`src/hw/rtl/i2cm_pkg.sv`:
```
// Types and constants of the I2C master bit sequencer.
// Used by the input stage, the sequencer core, the top level and the checker.
package i2cm_pkg;

  localparam int S_TDATA_W = 24;
  localparam int S_TUSER_W = 3;
  localparam int M_TDATA_W = 16;
  localparam int CFG_W     = 16;
  localparam int BC_W      = 4;

  localparam logic [CFG_W-1:0] DELAY_RESET = 16'd50;
  localparam logic [BC_W-1:0]  BYTE_BITS   = 4'd8;

  // Command codes
  localparam logic [1:0] MODE_START = 2'd0;
  localparam logic [1:0] MODE_STOP  = 2'd1;
  localparam logic [1:0] MODE_WRITE = 2'd2;
  localparam logic [1:0] MODE_READ  = 2'd3;

  // One tick offered to the sequencer
  typedef struct packed {
    logic       cmd_valid;
    logic [1:0] mode;
    logic [6:0] address;
    logic       read_req;
    logic [7:0] data_byte;
    logic       ack_to_send;
    logic       sda_level;
  } cmd_t;

  // Pin drives and status after one tick
  typedef struct packed {
    logic       scl_drive_low;
    logic       sda_drive_low;
    logic       busy_res;
    logic       done_res;
    logic       ack_bit;
    logic [7:0] read_data;
  } res_t;

endpackage

```
`src/hw/rtl/i2cm_in_reg.sv`:
```
// Input register stage of the I2C master bit sequencer.
// Depends on i2cm_pkg for the tick payload type.
module i2cm_in_reg (
  input  logic          clk,
  input  logic          rst,
  input  logic          in_valid,
  output logic          in_ready,
  input  i2cm_pkg::cmd_t in_cmd,
  output logic          held_valid,
  output i2cm_pkg::cmd_t held_cmd,
  input  logic          take
);
  import i2cm_pkg::*;

  // Accept a beat when the slot is empty or is drained this cycle
  assign in_ready = !held_valid || take;

  // Hold the valid flag
  always_ff @(posedge clk) begin
    if (rst) begin
      held_valid <= 1'b0;
    end else if (in_ready) begin
      held_valid <= in_valid;
    end
  end

  // Capture the payload
  always_ff @(posedge clk) begin
    if (in_ready && in_valid) begin
      held_cmd <= in_cmd;
    end
  end

endmodule

```
`src/hw/rtl/i2cm_core.sv`:
```
// Phase sequencer of the I2C master: state registers and per-tick update.
// Depends on i2cm_pkg for the command and result types and codes.
module i2cm_core #(
  parameter int DELAY_COUNTER_BITS = 16
) (
  input  logic                         clk,
  input  logic                         rst,
  input  logic                         step,
  input  i2cm_pkg::cmd_t               cmd,
  input  logic [i2cm_pkg::CFG_W-1:0]   bit_delay_ticks,
  output i2cm_pkg::res_t               res
);
  import i2cm_pkg::*;

  localparam int DW = DELAY_COUNTER_BITS;

  // Phase codes
  localparam logic [3:0] PH_IDLE  = 4'd0;
  localparam logic [3:0] PH_S0    = 4'd1;
  localparam logic [3:0] PH_S1    = 4'd2;
  localparam logic [3:0] PH_S2    = 4'd3;
  localparam logic [3:0] PH_TXA   = 4'd4;
  localparam logic [3:0] PH_TXB   = 4'd5;
  localparam logic [3:0] PH_TXC   = 4'd6;
  localparam logic [3:0] PH_RXA   = 4'd7;
  localparam logic [3:0] PH_RXB   = 4'd8;
  localparam logic [3:0] PH_EXTRA = 4'd9;
  localparam logic [3:0] PH_P0    = 4'd10;
  localparam logic [3:0] PH_P1    = 4'd11;
  localparam logic [3:0] PH_P2    = 4'd12;

  logic [3:0]      phase, phase_next;
  logic [DW-1:0]   delay_count, delay_count_next;
  logic [BC_W-1:0] bit_count, bit_count_next;
  logic [7:0]      shift_reg, shift_reg_next;
  logic            scl_low, scl_low_next;
  logic            sda_low, sda_low_next;
  logic            ack_reg, ack_reg_next;
  logic [1:0]      cur_mode, cur_mode_next;
  logic            ack_choice, ack_choice_next;
  logic [7:0]      read_hold, read_hold_next;

  logic [CFG_W-1:0] dec;
  logic [DW-1:0]    reload;
  logic             go;
  logic             done;
  logic [3:0]       tgt;

  // Phase length minus one; zero acts as one
  assign dec = (bit_delay_ticks == '0) ? '0 : bit_delay_ticks - 1'b1;

  // Saturate the reload value to the counter width
  generate
    if (DW >= CFG_W) begin : g_wide
      assign reload = DW'(dec);
    end else begin : g_narrow
      assign reload = ((dec >> DW) != '0) ? {DW{1'b1}} : DW'(dec);
    end
  endgenerate

  // Work out the state after one tick
  always_comb begin
    phase_next       = phase;
    delay_count_next = delay_count;
    bit_count_next   = bit_count;
    shift_reg_next   = shift_reg;
    scl_low_next     = scl_low;
    sda_low_next     = sda_low;
    ack_reg_next     = ack_reg;
    cur_mode_next    = cur_mode;
    ack_choice_next  = ack_choice;
    read_hold_next   = read_hold;
    go               = 1'b0;
    done             = 1'b0;
    tgt              = phase;

    if (phase == PH_IDLE) begin
      if (cmd.cmd_valid) begin
        cur_mode_next  = cmd.mode;
        bit_count_next = '0;
        go             = 1'b1;
        case (cmd.mode)
          MODE_START: begin
            shift_reg_next = {cmd.address, cmd.read_req};
            tgt            = PH_S0;
          end
          MODE_STOP: begin
            tgt = PH_P0;
          end
          MODE_WRITE: begin
            shift_reg_next = cmd.data_byte;
            tgt            = PH_TXA;
          end
          default: begin
            ack_choice_next = cmd.ack_to_send;
            shift_reg_next  = '0;
            tgt             = PH_RXA;
          end
        endcase
      end
    end else if (delay_count != '0) begin
      delay_count_next = delay_count - 1'b1;
    end else begin
      go = 1'b1;
      case (phase)
        PH_S0:  tgt = PH_S1;
        PH_S1:  tgt = PH_S2;
        PH_S2: begin
          bit_count_next = '0;
          tgt            = PH_TXA;
        end
        PH_TXA: tgt = PH_TXB;
        PH_TXB: tgt = PH_TXC;
        PH_TXC: begin
          if (cur_mode == MODE_READ) begin
            tgt = PH_EXTRA;
          end else begin
            shift_reg_next = {shift_reg[6:0], 1'b0};
            bit_count_next = bit_count + 1'b1;
            tgt = (bit_count_next >= BYTE_BITS) ? PH_RXA : PH_TXA;
          end
        end
        PH_RXA: begin
          if (cur_mode == MODE_READ) begin
            shift_reg_next = {shift_reg[6:0], cmd.sda_level};
            bit_count_next = bit_count + 1'b1;
          end else begin
            ack_reg_next = cmd.sda_level;
          end
          tgt = PH_RXB;
        end
        PH_RXB: begin
          if (cur_mode != MODE_READ) begin
            go   = 1'b0;
            done = 1'b1;
          end else if (bit_count >= BYTE_BITS) begin
            read_hold_next = shift_reg;
            tgt            = PH_TXA;
          end else begin
            tgt = PH_RXA;
          end
        end
        PH_P0:  tgt = PH_P1;
        PH_P1:  tgt = PH_P2;
        default: begin
          go   = 1'b0;
          done = 1'b1;
        end
      endcase
    end

    // Finish the command
    if (done) begin
      phase_next       = PH_IDLE;
      delay_count_next = '0;
    end

    // Enter the new phase and set its pin levels
    if (go) begin
      phase_next       = tgt;
      delay_count_next = reload;
      case (tgt)
        PH_S0: begin
          scl_low_next = 1'b0;
          sda_low_next = 1'b0;
        end
        PH_S1:  sda_low_next = 1'b1;
        PH_S2:  scl_low_next = 1'b1;
        PH_TXA: begin
          if (cur_mode_next == MODE_READ) begin
            sda_low_next = ack_choice_next;
          end else begin
            sda_low_next = ~shift_reg_next[7];
          end
          scl_low_next = 1'b0;
        end
        PH_TXB: scl_low_next = 1'b1;
        PH_TXC: sda_low_next = 1'b1;
        PH_RXA: begin
          sda_low_next = 1'b0;
          scl_low_next = 1'b0;
        end
        PH_RXB: scl_low_next = 1'b1;
        PH_P0:  sda_low_next = 1'b1;
        PH_P1:  scl_low_next = 1'b0;
        PH_P2:  sda_low_next = 1'b0;
        default: begin
        end
      endcase
    end
  end

  // Advance the state on each tick
  always_ff @(posedge clk) begin
    if (rst) begin
      phase       <= PH_IDLE;
      delay_count <= '0;
      bit_count   <= '0;
      shift_reg   <= '0;
      scl_low     <= 1'b0;
      sda_low     <= 1'b0;
      ack_reg     <= 1'b0;
      cur_mode    <= MODE_START;
      ack_choice  <= 1'b0;
      read_hold   <= '0;
    end else if (step) begin
      phase       <= phase_next;
      delay_count <= delay_count_next;
      bit_count   <= bit_count_next;
      shift_reg   <= shift_reg_next;
      scl_low     <= scl_low_next;
      sda_low     <= sda_low_next;
      ack_reg     <= ack_reg_next;
      cur_mode    <= cur_mode_next;
      ack_choice  <= ack_choice_next;
      read_hold   <= read_hold_next;
    end
  end

  // Present the post-tick view
  always_comb begin
    res.scl_drive_low = scl_low_next;
    res.sda_drive_low = sda_low_next;
    res.busy_res      = (phase_next != PH_IDLE);
    res.done_res      = done;
    res.ack_bit       = ack_reg_next;
    res.read_data     = read_hold_next;
  end

endmodule

```
`src/hw/rtl/i2c_master_bit_sequencer.sv`:
```
// Top level of the I2C master bit sequencer: input stage, core, result register.
// Depends on i2cm_pkg, i2cm_in_reg and i2cm_core.
//
//  channel  | direction | beat content
//  s_axis   | in        | one tick: command fields and sampled SDA level
//  m_axis   | out       | one result per tick: pin drives, busy, done, ack, read byte
//  cfg      | in        | bit_delay_ticks write, no read-back
//
// One tick is taken every clock cycle unless m_axis stalls; a tick is held in the input
// register, and its result in the result register. The limit is the single state update
// per cycle in the core: a tick depends on the state left by the one before.
// rst (synchronous) idles the sequencer, releases both lines, sets the delay to 50.
// A stall on m_axis holds the result register and fills the input stage, then
// drops s_axis_tready; nothing is lost or repeated.
module i2c_master_bit_sequencer #(
  parameter int DELAY_COUNTER_BITS = 16
) (
  input  logic                             clk,
  input  logic                             rst,
  // tuser: cmd_valid[0], mode[2:1]
  input  logic [i2cm_pkg::S_TUSER_W-1:0]   s_axis_tuser,
  // tdata: address[6:0], read_req[7], data_byte[15:8], ack_to_send[16],
  //        sda_level[17], zero[23:18]
  input  logic [i2cm_pkg::S_TDATA_W-1:0]   s_axis_tdata,
  input  logic                             s_axis_tvalid,
  output logic                             s_axis_tready,
  // tdata: scl_drive_low[0], sda_drive_low[1], busy_res[2], done_res[3],
  //        ack_bit[4], read_data[12:5], zero[15:13]
  output logic [i2cm_pkg::M_TDATA_W-1:0]   m_axis_tdata,
  output logic                             m_axis_tvalid,
  input  logic                             m_axis_tready,
  input  logic                             cfg_wr_en,
  input  logic [i2cm_pkg::CFG_W-1:0]       cfg_wr_data
);
  import i2cm_pkg::*;

  cmd_t             in_cmd;
  cmd_t             held_cmd;
  logic             held_valid;
  logic             step;
  logic             out_free;
  res_t             res;
  logic [CFG_W-1:0] bit_delay_ticks;

  // Unpack the input beat
  always_comb begin
    in_cmd.cmd_valid   = s_axis_tuser[0];
    in_cmd.mode        = s_axis_tuser[2:1];
    in_cmd.address     = s_axis_tdata[6:0];
    in_cmd.read_req    = s_axis_tdata[7];
    in_cmd.data_byte   = s_axis_tdata[15:8];
    in_cmd.ack_to_send = s_axis_tdata[16];
    in_cmd.sda_level   = s_axis_tdata[17];
  end

  // Hold the delay register
  always_ff @(posedge clk) begin
    if (rst) begin
      bit_delay_ticks <= DELAY_RESET;
    end else if (cfg_wr_en) begin
      bit_delay_ticks <= cfg_wr_data;
    end
  end

  // Run a tick when the result register can take it
  assign out_free = !m_axis_tvalid || m_axis_tready;
  assign step     = held_valid && out_free;

  i2cm_in_reg u_in (
    .clk        (clk),
    .rst        (rst),
    .in_valid   (s_axis_tvalid),
    .in_ready   (s_axis_tready),
    .in_cmd     (in_cmd),
    .held_valid (held_valid),
    .held_cmd   (held_cmd),
    .take       (step)
  );

  i2cm_core #(
    .DELAY_COUNTER_BITS (DELAY_COUNTER_BITS)
  ) u_core (
    .clk             (clk),
    .rst             (rst),
    .step            (step),
    .cmd             (held_cmd),
    .bit_delay_ticks (bit_delay_ticks),
    .res             (res)
  );

  // Result valid flag
  always_ff @(posedge clk) begin
    if (rst) begin
      m_axis_tvalid <= 1'b0;
    end else if (out_free) begin
      m_axis_tvalid <= step;
    end
  end

  // Result payload
  always_ff @(posedge clk) begin
    if (step) begin
      m_axis_tdata <= {3'b000, res.read_data, res.ack_bit, res.done_res,
                       res.busy_res, res.sda_drive_low, res.scl_drive_low};
    end
  end

endmodule

```
`config.mk`:
```
export PLATFORM = sky130hd
export DESIGN_NAME = i2c_master_bit_sequencer
export DESIGN_NICKNAME = d
export VERILOG_FILES = /design/src/hw/rtl/i2cm_pkg.sv /design/src/hw/rtl/i2cm_in_reg.sv /design/src/hw/rtl/i2cm_core.sv /design/src/hw/rtl/i2c_master_bit_sequencer.sv
export SDC_FILE = /design/constraint.sdc
export NUM_CORES = 1
export LEC_CHECK = 0
export BUFFER_PORTS_ARGS = -buffer_cell sky130_fd_sc_hd__buf_2
export CORE_MARGIN = 3
export CORE_UTILIZATION = 65
export CTS_BUF_LIST = sky130_fd_sc_hd__clkbuf_4
export DETAILED_ROUTE_END_ITERATION = 16
export HOLD_SLACK_MARGIN = 0.12
export PLACE_DENSITY = 0.9
export SLEW_MARGIN = 15
export SYNTH_ARGS = -nofsm -noshare
export SYNTH_HDL_FRONTEND = slang
export SYNTH_HIERARCHICAL = 1
export SYNTH_SLANG_ARGS = --single-unit
```
`constraint.sdc`:
```
create_clock -name clk -period 5.2 [get_ports clk]
set_input_delay 0.26 -clock clk [delete_from_list [all_inputs] [get_ports clk]]
set_output_delay 0.26 -clock clk [all_outputs]
set_load 0.005 [all_outputs]
```
* After elaboration in Yosys (flattened, before gate mapping)
Index checks and enable logic that the tools add are counted.
** Operators by class
- Divide/modulo/power cells :: 0
- Reductions and logical operators :: 23
- Shift-type cells :: 0
- Order comparisons :: 2
- Add/subtract/negate cells :: 3
- Multipliers :: 0
- Eq/ne operators :: 32
- Bitwise gates (word level) :: 1
- Multiplexer cells :: 57
** Operator list (number)
- $mux 16 :: 5
- $mux 8 :: 10
- $mux 4 :: 12
- $pmux 4 s10 :: 1
- $eq 4x3->1 const B :: 8
- $sub 16x1->16 const B :: 2
- $eq 4x4->1 const B :: 7
- $pmux 4 s3 :: 2
- $pmux 8 s3 :: 1
- $mux 1 :: 17
- $eq 4x2->1 const B :: 4
- $logic_not 16->1 :: 1
- $pmux 8 s2 :: 1
- $reduce_bool 16->1 :: 1
- $reduce_or 3->1 :: 4
- $reduce_or 9->1 :: 1
- $eq 4x1->1 const B :: 2
- $ge 4x4->1 const B :: 2
- $mux 2 :: 4
- $reduce_bool 4->1 :: 2
- $reduce_and 7->1 :: 1
- $eq 2x2->1 const B :: 3
- $ne 2x2->1 const B :: 3
- $ne 3x1->1 const B :: 2
- 16 further kinds :: 22
** Word-level totals
- Bits in latches :: 0
- Register bits :: 98
- Bits in writable memories :: 0
- Output and inout port bits :: 18
- Input port bits :: 48
- Memory bits (read-only) :: 0
- Memories kept :: 0
- Word-level logic and storage cells :: 140

* Longest topological paths before layout
Gate-level depths: netlist (run 1).
- Depth in word-level cells :: 11
- Mapped depth :: 12
- Mapped depth without buffers :: 10

* By module
Netlist (run 1), hierarchy kept.
** By module, submodules not included
- i2cm_core :: times used 1, cells an instance 489, sequential area each 920.9 um2, area each 3568.4 um2
- i2c_master_bit_sequencer :: times used 1, cells an instance 74, sequential area each 730.7 um2, area each 1043.5 um2
- i2cm_in_reg :: times used 1, cells an instance 26, sequential area each 650.6 um2, area each 685.7 um2

* Worst setup path after synthesis (run 1)
Ideal clock, no wire load.
- Path kind :: register to register
- Start :: register u_core.delay_count[0]
- End :: register m_axis_tdata[1] (netlist name), data pin
- Slack :: 2357 ps
- Path buffers :: 2
- Period minus slack after synthesis :: 2843 ps
- Cell stages (with the launch flop) :: 13
- Required time :: 4949 ps
- Data arrival time :: 2592 ps
- Library setup time :: 251 ps
- Cells stage by stage :: dfxtp_1 > inv_1 > ha_1 > or4b_4 > nor4_4 > nand3_1 > o21ai_1 > o31ai_2 > buf_4 > o211a_1 > o31ai_1 > nand2b_1 > buf_4
** On the way
- Word-level cells in the longest chain between the ends :: 7
- Elaborated cells on any way between the ends :: 20
- Those cells by class :: eq/ne: 7; mux: 9; bitwise: 1; reduce/logical: 3
** RTL lines
- start, declared :: line i2cm_core.sv:33 : logic [DW-1:0] delay_count, delay_count_next;
- start signal, assigned :: line i2cm_core.sv:208 : delay_count <= delay_count_next;
- $reduce_bool 16->1 * :: line i2cm_core.sv:101 : end else if (delay_count != '0) begin
- $mux 4 / $mux 8 (equally long branches) :: line i2cm_core.sv:101
- $mux 4 / $mux 8 (equally long branches) :: line i2cm_core.sv:77 : if (phase == PH_IDLE) begin
- $eq 4x1->1 (tied with other cells) :: line i2cm_core.sv:162 : case (tgt)
- $reduce_or 3->1 (no source line) / $mux 1 (equally long branches)
- $pmux 1 s3 :: line i2cm_core.sv:162
- $mux 1 * :: line i2cm_core.sv:159 : if (go) begin
- via u_core.sda_low_next :: line i2cm_core.sv:37 : logic sda_low, sda_low_next;
- end signal, assigned :: line i2c_master_bit_sequencer.sv:103 : m_axis_tdata <= {3'b000, res.read_data, res.ack_bit, res.done_res,
- end, declared :: line i2c_master_bit_sequencer.sv:29 : output logic [i2cm_pkg::M_TDATA_W-1:0] m_axis_tdata,
The timed path passes the listed nets; every way through them passes the cells marked *. The select of a mux whose other input is x is not followed.
A chain may end at the register's enable or synchronous reset.

* Worst setup path in the final report (run 1)
- Start :: register u_core.delay_count[0]
- End :: register u_core.delay_count[7]
** On the way
- Word-level cells in the longest chain between the ends :: 5
- Elaborated cells on any way between the ends :: 13
- Those cells by class :: add/sub: 1; eq/ne: 1; mux: 8; reduce/logical: 3
** RTL lines
- $sub 16x1->16 / $reduce_bool 16->1 (equally long branches) :: line i2cm_core.sv:102, i2cm_core.sv:101
- $mux 16 / $mux 1 (equally long branches) :: line i2cm_core.sv:101
- $mux 16 / $mux 1 (equally long branches) :: line i2cm_core.sv:77
- $mux 16 (tied with other cells) :: line i2cm_core.sv:153 : if (done) begin
- $mux 16 / $reduce_and 3->1 (equally long branches)
Parallel ways exist; a longest one is shown, timed or not. The select of a mux whose other input is x is not followed.

==> metrics.md, run 1 <==
| Metric | Value |
|---|---|
| H-tree lvl count | 3 |
| Period utilization | 73.4% |
| Setup violations, final | 0 |
| Crit-path max FO | 26 |
| Via count | between 5k and 6k |
| Largest family of logic cells by synthesized area | simple AND/OR/NAND/NOR gates |
| Die area | approximately 9000 µm² |
| Crit path from | u_core/delay_count[0]$_SDFFE_PP0P_ |
| Total track usage | ~36% |
| Initial antenna violation count | 0 |
| Outcome | completed |
| Pin count of the biggest net entering global routing | between 60 and 70 |
| CTS buffer count | 9 |
| Largest Register | u_in/held_cmd |
| Critical Path Sink Type | register |
| Drt via density | a little under 7 |
| Ys async rst share | 0% |
| DRT Wirelength | 16200 µm |
| First-pass GRT wire length | approximately 25000 µm |
| HP Class | input port to register |
| Simple-gate portion of the synthesized area | around 22% |
| Total power | around 1.8 mW |
| Top post-synthesis cells by area | dfxtp_1, edfxtp_1, nor2_1 |
| Setup TNS | 0 ns |
| Number of flops mapped to enable cells by yosys | 34 |
| Core ar. | between 7000 and 8000 µm² |
| Synth Instances | 589 |
| Final net count | around 720 |
| IO buf count | between 50 and 60 |
| Die X | slightly below 100 µm |
| Largest register FFs | 21 |
| Critical path arrival | ~4.2 ns |
| Min-delay src | rst |
| Num rows | 32 |
| Post-cts repair resize count | 0 |
| Dpl cell area | around 5500 µm² |
| Pre-antenna DRT Iters | 8 |
| Fmax | around 260 MHz |
| Pre-CTS WS | 1.64 ns |
| Peak VDD IR | between 0.0002 and 0.00025 V |
| Synthesized cell area | approximately 5300 µm² |
| Setup Crit Path Kind | register to register |
| Vias in the first global route | between 4k and 5k |
| Antenna Diode Count | 0 |
| Cts hold-fix bufs | 39 |
| Largest area contributor in the netlist | dfxtp_1 |
| Final GP Congestion | 0.921 |
| Post-synthesis xor/xnor area fraction | 2.48% |
| Fin worst setup slack | 1.38 ns |
| Worst EP required | between 5 and 6 ns |
| Power per cell area | just over 300 nW/µm² |
| Synthesized flop and latch total | a little under 100 |
| Finished Cell Area | 6030 µm² |
| Max cap viols | 0 |
| Adder-cell share of the synthesized area | under 10% |
| RSZ-0062 raised after global routing | false |
| Starting Density | about two thirds |
| Max clock buf depth | 2 |
| CTS root buf | clkbuf_4 |
| Yosys warnings | 6 |
| Synth cell types | 76 |
| Mux share of post-synthesis cell area | between 5 and 6% |
| Fin Clk Skew | about 0.047 ns |
| Synthesized area per cell | 8.99 µm² |
| Lkg Pwr | approximately 2.3 nW |
| # Post-CTS Setup Buffers | 0 |
| Final ANT Viol Nets | 0 |
| Finished Core Util | 77.2% |
| Top cell type's share of synthesized area | around 24% |
| Die H | just under 100 µm |
| Synth Area in Compound Gates | approximately 18% |
| Hpwl dp | between 8000 and 9000 µm |
| Clock Latency Late Sink | between 0.4 and 0.5 ns |
| Fraction of layout cells with a size suffix above 1 | 16.1% |
| Largest regs | u_in/held_cmd x21, bit_delay_ticks x16, u_core/delay_count x16 |
| # IOs | 66 |
| CP Launch Type | register |
| Hold Vio Cnt, Final | 0 |
| Worst-Margin Slew | approximately 1.1 ns |
| Fin crit period | between 3 and 4 ns |
| Num Clock Sinks | 98 |
| CTS tree | built |
| Sequential element share of the synthesized area | 43.5% |
| Final Max Slew Viols | 0 |
| Post-synth top flop | dfxtp_1 |
| R2r startpoint | u_core/delay_count[0]$_SDFFE_PP0P_ |
| GRT overflow | 0 |
| Detailed-route DRC error count | 0 |
| Clk slew on worst S/H paths | 0.19 ns |
| Relative slew slack | ~25% |
| Iteration-0 DRC Markers | 805 |
| WL/cell | around 21 µm |
| Area Growth Syn to Fin | 13.8% |
-- cell type report --
cell class,count,area [µm²]
clock inverter,7,95.1
sequential,98,2300
fill,433,1780
multi-input combinational,440,2690
inverter,14,52.6
clock buffer,9,67.6
timing repair buffer,98,696
tap,102,128
-- worst max-delay path: stages (launching register included) --
cell and delay, ns:
dfxtp_1 0.38, inv_1 0.07, ha_1 0.23, nor4b_1 0.43
nand4_1 0.42, o21ai_2 0.90, nand3_1 0.67, o21ai_0 0.40
a22oi_1 0.14, nor2_1 0.10
-- path summary, 6_finish.rpt --
| kind | cells after the start | slack (ns) | endpoint |
|---|---|---|---|
| worst max-delay path | 9 | 1.38 | u_core/delay_count[7]$_SDFFE_PP0P_ |
| worst min-delay path | 2 | 0.30 | u_core/delay_count[14]$_SDFFE_PP0P_ |
| worst max register to register | 9 | 1.38 | u_core/delay_count[7]$_SDFFE_PP0P_ |
| worst min register to register | 2 | 0.48 | u_core/read_hold[4]$_SDFFE_PP0P_ |
-- metrics by stage --
step / cells / hold WS, ns
5_1_grt: 768 / 0.298
6_report: 768 / 0.305
3_5_place_dp: 713 / 0.438
3_3_place_gp: 713 / 0.436
4_1_cts: 768 / 0.308
2_1_floorplan: 591 / 0.322
-- synthesized netlist by cell type, types with 5 or more instances --
library cell and number:
nor3_1 23, inv_1 14, ha_1 9, dfxtp_1 64, xnor2_1 11, buf_4 8
nand2_1 49, nand2b_1 8, clkbuf_1 17, a21oi_1 43, nand4_1 5, nor2b_1 5
o21ai_0 33, nor4_1 11, a22oi_1 18, edfxtp_1 34, a211o_1 8, o22ai_1 5
a31oi_1 5, nand3_1 14, nor2_1 88, mux2_2 10, a211oi_1 7, mux2i_1 16
-- cells by family (layout without fill, tap and decap cells) --
kind of cell / Yosys count / count (layout)
buffers and inverters: 53 / 128
adder cells (fa/ha/maj): 9 / 9
multiplexers: 27 / 27
XOR/XNOR: 15 / 15
flip-flops: 98 / 98
AND/OR/NAND/NOR: 236 / 236
other: 1 / 3
AO/OA/AOI/OAI: 150 / 150
-- cells in the final DEF, fill, tap and decap left out, drive strengths merged, types with 4 or more instances in the layout --
cell / count
nor2: 88
dfxtp: 64
buf: 59
nand2: 49
a21oi: 44
dlygate4sd3: 39
o21ai: 35
edfxtp: 34
nor3: 25
a22oi: 18
inv: 18
mux2i: 16
nand3: 14
nor4: 12
xnor2: 11
mux2: 11
clkbuf: 9
ha: 9
nand2b: 9
a211o: 8
a211oi: 8
nor2b: 5
a31oi: 5
o22ai: 5
nand4: 5
or4: 5
o32ai: 4
xor2: 4
nor4b: 4
and2: 4
a21o: 4
-- report_power, final --
group | leakage, nW | total, mW | switching [mW] | internal (mW)
Sequential | 0.844 | 0.896 | 0.0531 | 0.843
Combinational | 1.35 | 0.442 | 0.269 | 0.173
Clock | 0.0892 | 0.481 | 0.319 | 0.162
Total | 2.28 | 1.82 | 0.641 | 1.18
-- per-layer routing --
metal	GRT usage [%]	wire, µm	share of wire (%)
met1	46.5	5690	35
met2	57.7	7570	47
met3	8.84	2040	13
met4	17.3	907	5.6
met5	0	0	0
Note: power is estimated with default switching activity, not from simulation.
==> run 2, diff against run 1 <==
Settings changed: CORE_UTILIZATION 65 to 54, PLACE_DENSITY 0.9 to 0.8.
Clock period 5.2 ns to 3.5 ns, I/O delays scaled along.
==> metrics.md, run 2 (same netlist as run 1, synthesis figures left out) <==
| Metric | Value |
|---|---|
| Largest Register | u_in/held_cmd |
| Pin count of the biggest net entering global routing | 36 (-45%) |
| R2r startpoint | u_core/delay_count[0]$_SDFFE_PP0P_ |
| CP most frequent cell | o2bb2ai_1 |
| Hpwl dp | 8450 µm (+2.4%) |
| Peak VDD IR | 0.000268 V (+19%) |
| Die H | 105 µm (+9.1%) |
| RSZ-0062 raised after global routing | false |
| Critical path arrival | 3.43 ns (-0.79 ns) |
| Final Hold Slack | 0.189 ns (-0.116 ns) |
| DRT Wirelength | 13200 µm (-19%) |
| First-pass GRT wire length | 22000 µm (-14%) |
| Largest register FFs | 21 (unchanged) |
| CTS root buf | clkbuf_4 |
| R2R depth | 10 (+1) |
| Critical path cell sequence | inv_1, ha_1, nor4b_1, nand4_1, o2bb2ai_1, o2bb2ai_1, a211o_1, a211oi_2, o41ai_1, a21oi_1 |
| CP Launch Type | register |
| Fraction of layout cells with a size suffix above 1 | 17.5% (+1.4 points) |
| WL/cell | 16.4 µm (-22%) |
| Die X | 105 µm (+9.1%) |
| Min-delay src | rst |
| Setup Crit Path Kind | register to register |
| Worst Setup EP | u_core/sda_low$_SDFFE_PP0P_ |
| Die area | 11000 µm² (+19%) |
| Clk slew on worst S/H paths | 0.17 ns (-0.02 ns) |
| CP max-delay cell | o2bb2ai_1 |
| Antenna Diode Count | 0 (unchanged) |
| Max clock buf depth | 2 (unchanged) |
| CP top delay family | compound AO/OA/AOI/OAI gates |
| Fillcell total | 711 (+64%) |
| Total track usage | 24.3% (-12 points) |
| CTS buffer count | 9 (unchanged) |
| Final GP Congestion | 0.903 (-1.9%) |
| WP buf/inv | 1 (unchanged) |
| Clock Latency Late Sink | 0.46 ns (-0.03 ns) |
| Fin Clk Skew | 0.0250 ns (-0.0218 ns) |
| Critical Path Sink Type | register |
| Final net count | 728 (+1.4%) |
| Commonest non-fill, non-tap cells in the layout | nor2_1, dfxtp_1, buf_2, nand2_1, a21oi_1 |
| Final Max Slew Viols | 0 (unchanged) |
| Setup TNS | 0 ns (unchanged) |
| Fin crit period | 3.08 ns (-0.731 ns) |
| CTS tree | built |
| HP Class | input port to register |
| Starting Density | 56.5% (-11 points) |
| Via count | 4850 (-8.4%) |
| Setup violations, final | 0 (unchanged) |
| R2r setup slk | 0.42 ns (-0.97 ns) |
| Crit path from | u_core/delay_count[0]$_SDFFE_PP0P_ |
| # IOs | 66 (unchanged) |
| Max cap viols | 0 (unchanged) |
| Vias in the first global route | 4605 (-5.2%) |
| CP peak stage delay | 0.62 ns (-0.28 ns) |
| Most common cell after layout, fill and taps aside | nor2_1 |
| Hold Vio Cnt, Final | 0 (unchanged) |
| Detailed-route DRC error count | 0 (unchanged) |
| Num rows | 35 (+9.4%) |
| Core ar. | 9370 µm² (+20%) |
| Period utilization | 88.1% (+15 points) |
| Drt via density | 6.02 (-13%) |
| Iteration-0 DRC Markers | 485 (-40%) |
| Crit-path max FO | 10 (-62%) |
| Final ANT Viol Nets | 0 (unchanged) |
| Num Clock Sinks | 98 (unchanged) |
| GRT overflow | 0 (unchanged) |
| Area Growth Syn to Fin | 15.7% |
| Worst EP required | 3.85 ns (-1.75 ns) |
| Initial antenna violation count | 0 (unchanged) |
| Cell count along the critical path | 10 (+1) |
| Relative slew slack | 49.3% (+24 points) |
| Worst-Margin Slew | 0.761 ns (-0.349 ns) |
| Worst r2r dst | u_core/sda_low$_SDFFE_PP0P_ |
| Lkg Pwr | 2.32 nW (+1.8%) |
| IO buf count | 56 (unchanged) |
| Power per cell area | 421 nW/µm² (+40%) |
| Fmax | 324 MHz (+24%) |
| H-tree lvl count | 3 (unchanged) |
| Outcome | completed |
| Pre-antenna DRT Iters | 6 (-2) |
| Largest regs | u_in/held_cmd x21, bit_delay_ticks x16, u_core/delay_count x16 |
run 2: how the worst min path moves through the flow:
stage	endpoint	slack, ns	cells after the start
detailed placement	u_in/held_cmd[14]$_DFFE_PP_	0.35	1
floorplan	u_in/held_valid$_SDFFE_PP0P_	0.24	1
global placement	u_in/held_cmd[12]$_DFFE_PP_	0.35	1
global route	u_core/ack_choice$_SDFFE_PP0P_	0.17	2
finish	u_core/ack_choice$_SDFFE_PP0P_	0.19	2
CTS	u_core/bit_count[0]$_SDFFE_PP0P_	0.16	2
run 2: through the flow:
step | worst slack, ns | utilization (%) | instance area (µm²) | instances | total power [mW]
5_1_grt | 0.154 | 65.4 | 6130 | 805 | 2.71
2_1_floorplan | 0.657 | - | 5310 | 591 | 1.79
3_5_place_dp | 0.427 | 59.6 | 5580 | 750 | 1.94
6_report | 0.415 | 65.4 | 6130 | 805 | 2.58
4_1_cts | 0.343 | 65.3 | 6120 | 805 | 2.57
3_3_place_gp | 0.452 | 59.6 | 5580 | 750 | 1.91
run 2: routing by layer:
layer	part of all wire (%)	vias to the layer above	GRT usage, %	wire, µm
met5	0	-	0	0
met1	42	2292	31.3	5590
met4	2.1	0	8.06	282
met3	6.6	32	4.63	877
li1	-	2312	-	-
met2	49	214	40.8	6440
run 2: layout make-up:
| type | count | area (µm²) | share of cell area, % |
|---|---|---|---|
| repair buffers | 108 | 768 | 12.5 |
| inverters | 14 | 52.6 | 0.858 |
| multi-input cells | 440 | 2690 | 44.0 |
| well taps | 129 | 161 | 2.63 |
| clock inverters | 7 | 81.3 | 1.33 |
| flip-flops and latches | 98 | 2300 | 37.6 |
| clock buffers | 9 | 67.6 | 1.10 |
run 2: timing repair:
item	CTS	global route
buffers inserted	0	0
hold endpoints to repair	39	0
setup endpoints to repair	0	1
hold buffers	39	0
gates resized for setup	0	1
run 2: report_power, final:
part	total [mW]	leakage, nW	switching (mW)	internal [mW]
Sequential	1.32	0.844	0.0688	1.25
Clock	0.611	0.0796	0.439	0.172
Combinational	0.648	1.40	0.376	0.272
Total	2.58	2.32	0.883	1.70
==> run 3, diff against run 2 <==
Settings changed: CORE_UTILIZATION 54 to 60, PLACE_DENSITY 0.8 to 0.84.
Clock period 3.5 ns to 3.2 ns, I/O delays scaled along.
==> metrics.md, run 3 (same netlist as run 1, synthesis figures left out) <==
| Metric | Value |
|---|---|
| Final Max Slew Viols | 0 (unchanged) |
| Die H | 100 µm (-4.8%) |
| Total track usage | 28.5% (+4.2 points) |
| IO buf count | 56 (unchanged) |
| WL/cell | 17.9 µm (+9.0%) |
| Fillcell total | 562 (-21%) |
| Final ANT Viol Nets | 0 (unchanged) |
| Pin count of the biggest net entering global routing | 65 (+81%) |
| Worst-Margin Slew | 0.697 ns (-0.0643 ns) |
| Area occupied by multi-input gates | 2700 µm² (about the same) |
| CP peak stage delay | 0.53 ns (-0.09 ns) |
| Fin crit period | 2.99 ns (-0.0972 ns) |
| GRT overflow | 0 (unchanged) |
| Relative slew slack | 53.5% (+4.3 points) |
| Final GP Congestion | 0.944 (+4.5%) |
| Clk slew on worst S/H paths | 0.18 ns (about the same) |
| First-pass GRT wire length | 23100 µm (+5.0%) |
| Largest Register | u_in/held_cmd |
| Most common cell after layout, fill and taps aside | nor2_1 |
| Power per cell area | 475 nW/µm² (+13%) |
| Area Growth Syn to Fin | 16.0% |
| CP max-delay cell | or4b_4 |
| Num rows | 33 (-5.7%) |
| Crit-path max FO | 7 (-3) |
| Max clock buf depth | 2 (unchanged) |
| Critical path cell sequence | inv_1, ha_1, or4b_4, nor4_4, buf_4, a31oi_1, a21o_1, a211o_1, a211oi_2, o41ai_1, a21oi_1 |
| Period utilization | 93.4% (+5.2 points) |
| Vias in the first global route | 4844 (+5.2%) |
| Fmax | 335 MHz (+3.3%) |
| Die X | 100 µm (-4.8%) |
| Clock Latency Late Sink | 0.47 ns (about the same) |
| CP Launch Type | register |
| Setup TNS | 0 ns (unchanged) |
| Via count | 4964 (+2.4%) |
| RSZ-0062 raised after global routing | false |
| Antenna Diode Count | 0 (unchanged) |
| Final Hold Slack | 0.213 ns (+0.0239 ns) |
| Detailed-route DRC error count | 0 (unchanged) |
| Lkg Pwr | 2.35 nW (+0.90%) |
| Core ar. | 8380 µm² (-11%) |
| Critical Path Sink Type | register |
| H-tree lvl count | 3 (unchanged) |
| Hold Vio Cnt, Final | 0 (unchanged) |
| Die area | 9990 µm² (-9.4%) |
| Outcome | completed |
| Met3 wire length | 1220 µm (+39%) |
| Fraction of layout cells with a size suffix above 1 | 17.9% (+0.49 points) |
| Top sig layer | met4 |
| Largest register FFs | 21 (unchanged) |
| Hpwl dp | 8460 µm (about the same) |
| CTS root buf | clkbuf_4 |
| Worst EP required | 3.59 ns (-0.26 ns) |
| Register area | 2300 µm² (unchanged) |
| Setup violations, final | 0 (unchanged) |
| Met2 WL | 6660 µm (+3.4%) |
| # IOs | 66 (unchanged) |
| Final net count | 732 (+0.55%) |
| Iteration-0 DRC Markers | 529 (+9.1%) |
| Starting Density | 63.2% (+6.7 points) |
| Max cap viols | 0 (unchanged) |
| Initial antenna violation count | 0 (unchanged) |
| Commonest non-fill, non-tap cells in the layout | nor2_1, dfxtp_1, buf_2, nand2_1, a21oi_1 |
| M1 WL | 5670 µm (+1.4%) |
| CTS buffer count | 9 (unchanged) |
| Pre-antenna DRT Iters | 5 (-1) |
| HP Class | input port to register |
| DRT Wirelength | 14000 µm (+6.3%) |
| Num Clock Sinks | 98 (unchanged) |
| Fin Clk Skew | 0.0245 ns (-0.000501 ns) |
| Critical path arrival | 3.38 ns (-0.05 ns) |
| Drt via density | 6.32 (+5.0%) |
| Setup Crit Path Kind | register to register |
| CTS tree | built |
| # Post-CTS Setup Buffers | 0 (unchanged) |
| Peak VDD IR | 0.000328 V (+22%) |
| Largest regs | u_in/held_cmd x21, bit_delay_ticks x16, u_core/delay_count x16 |
## run 3: cell type report
cell class	count	share of cell area [%]
repair buffers	112	13.0
inverters	14	0.855
well taps	105	2.14
clock buffers	9	1.10
multi-input cells	440	43.9
flip-flops and latches	98	37.5
clock inverters	7	1.53
## run 3: worst paths after layout
path,startpoint,end,slack [ns],depth (start not counted)
worst max-delay path,u_core/delay_count[0]$_SDFFE_PP0P_,u_core/sda_low$_SDFFE_PP0P_,0.21,11
worst min-delay path,rst,u_core/ack_choice$_SDFFE_PP0P_,0.21,2
worst max register to register,u_core/delay_count[0]$_SDFFE_PP0P_,u_core/sda_low$_SDFFE_PP0P_,0.21,11
worst min register to register,u_core/read_hold[7]$_SDFFE_PP0P_,u_core/read_hold[7]$_SDFFE_PP0P_,0.47,2
## run 3: metrics by stage
stage	cells	setup slack (ns)	util, %	power (mW)	instance area, µm²
4_1_cts	785	0.203	73.2	2.88	6130
6_report	785	0.213	73.3	2.92	6140
3_5_place_dp	730	0.223	66.6	2.13	5580
3_3_place_gp	730	0.332	66.6	2.11	5580
2_1_floorplan	591	0.357	-	1.95	5310
5_1_grt	785	0.0279	73.3	3.05	6140
## run 3: worst max-delay path, delay by kind of cell (launching register included)
kind                     cells  cell delay [ns]
flip-flops                   1             0.38
AND/OR/NAND/NOR              2             0.85
AO/OA/AOI/OAI                6             1.21
buffers and inverters        2             0.27
adder cells (fa/ha/maj)      1             0.20
## run 3: repair_timing
action / in CTS / in global routing
resized for setup: 0 / 1
hold endpoints to repair: 39 / 0
setup endpoints to repair: 0 / 2
hold buffers: 39 / 0
## run 3: power breakdown
group	total [mW]	internal [mW]	switching, mW
logic	0.733	0.312	0.421
registers	1.45	1.37	0.0758
clock network	0.738	0.260	0.479
## run 3: per-layer routing
| metal | vias up | global-route usage [%] |
|---|---|---|
| met3 | 52 | 5.14 |
| met5 | - | 0 |
| li1 | 2318 | - |
| met4 | 0 | 14.2 |
| met2 | 305 | 45.6 |
| met1 | 2289 | 37.2 |
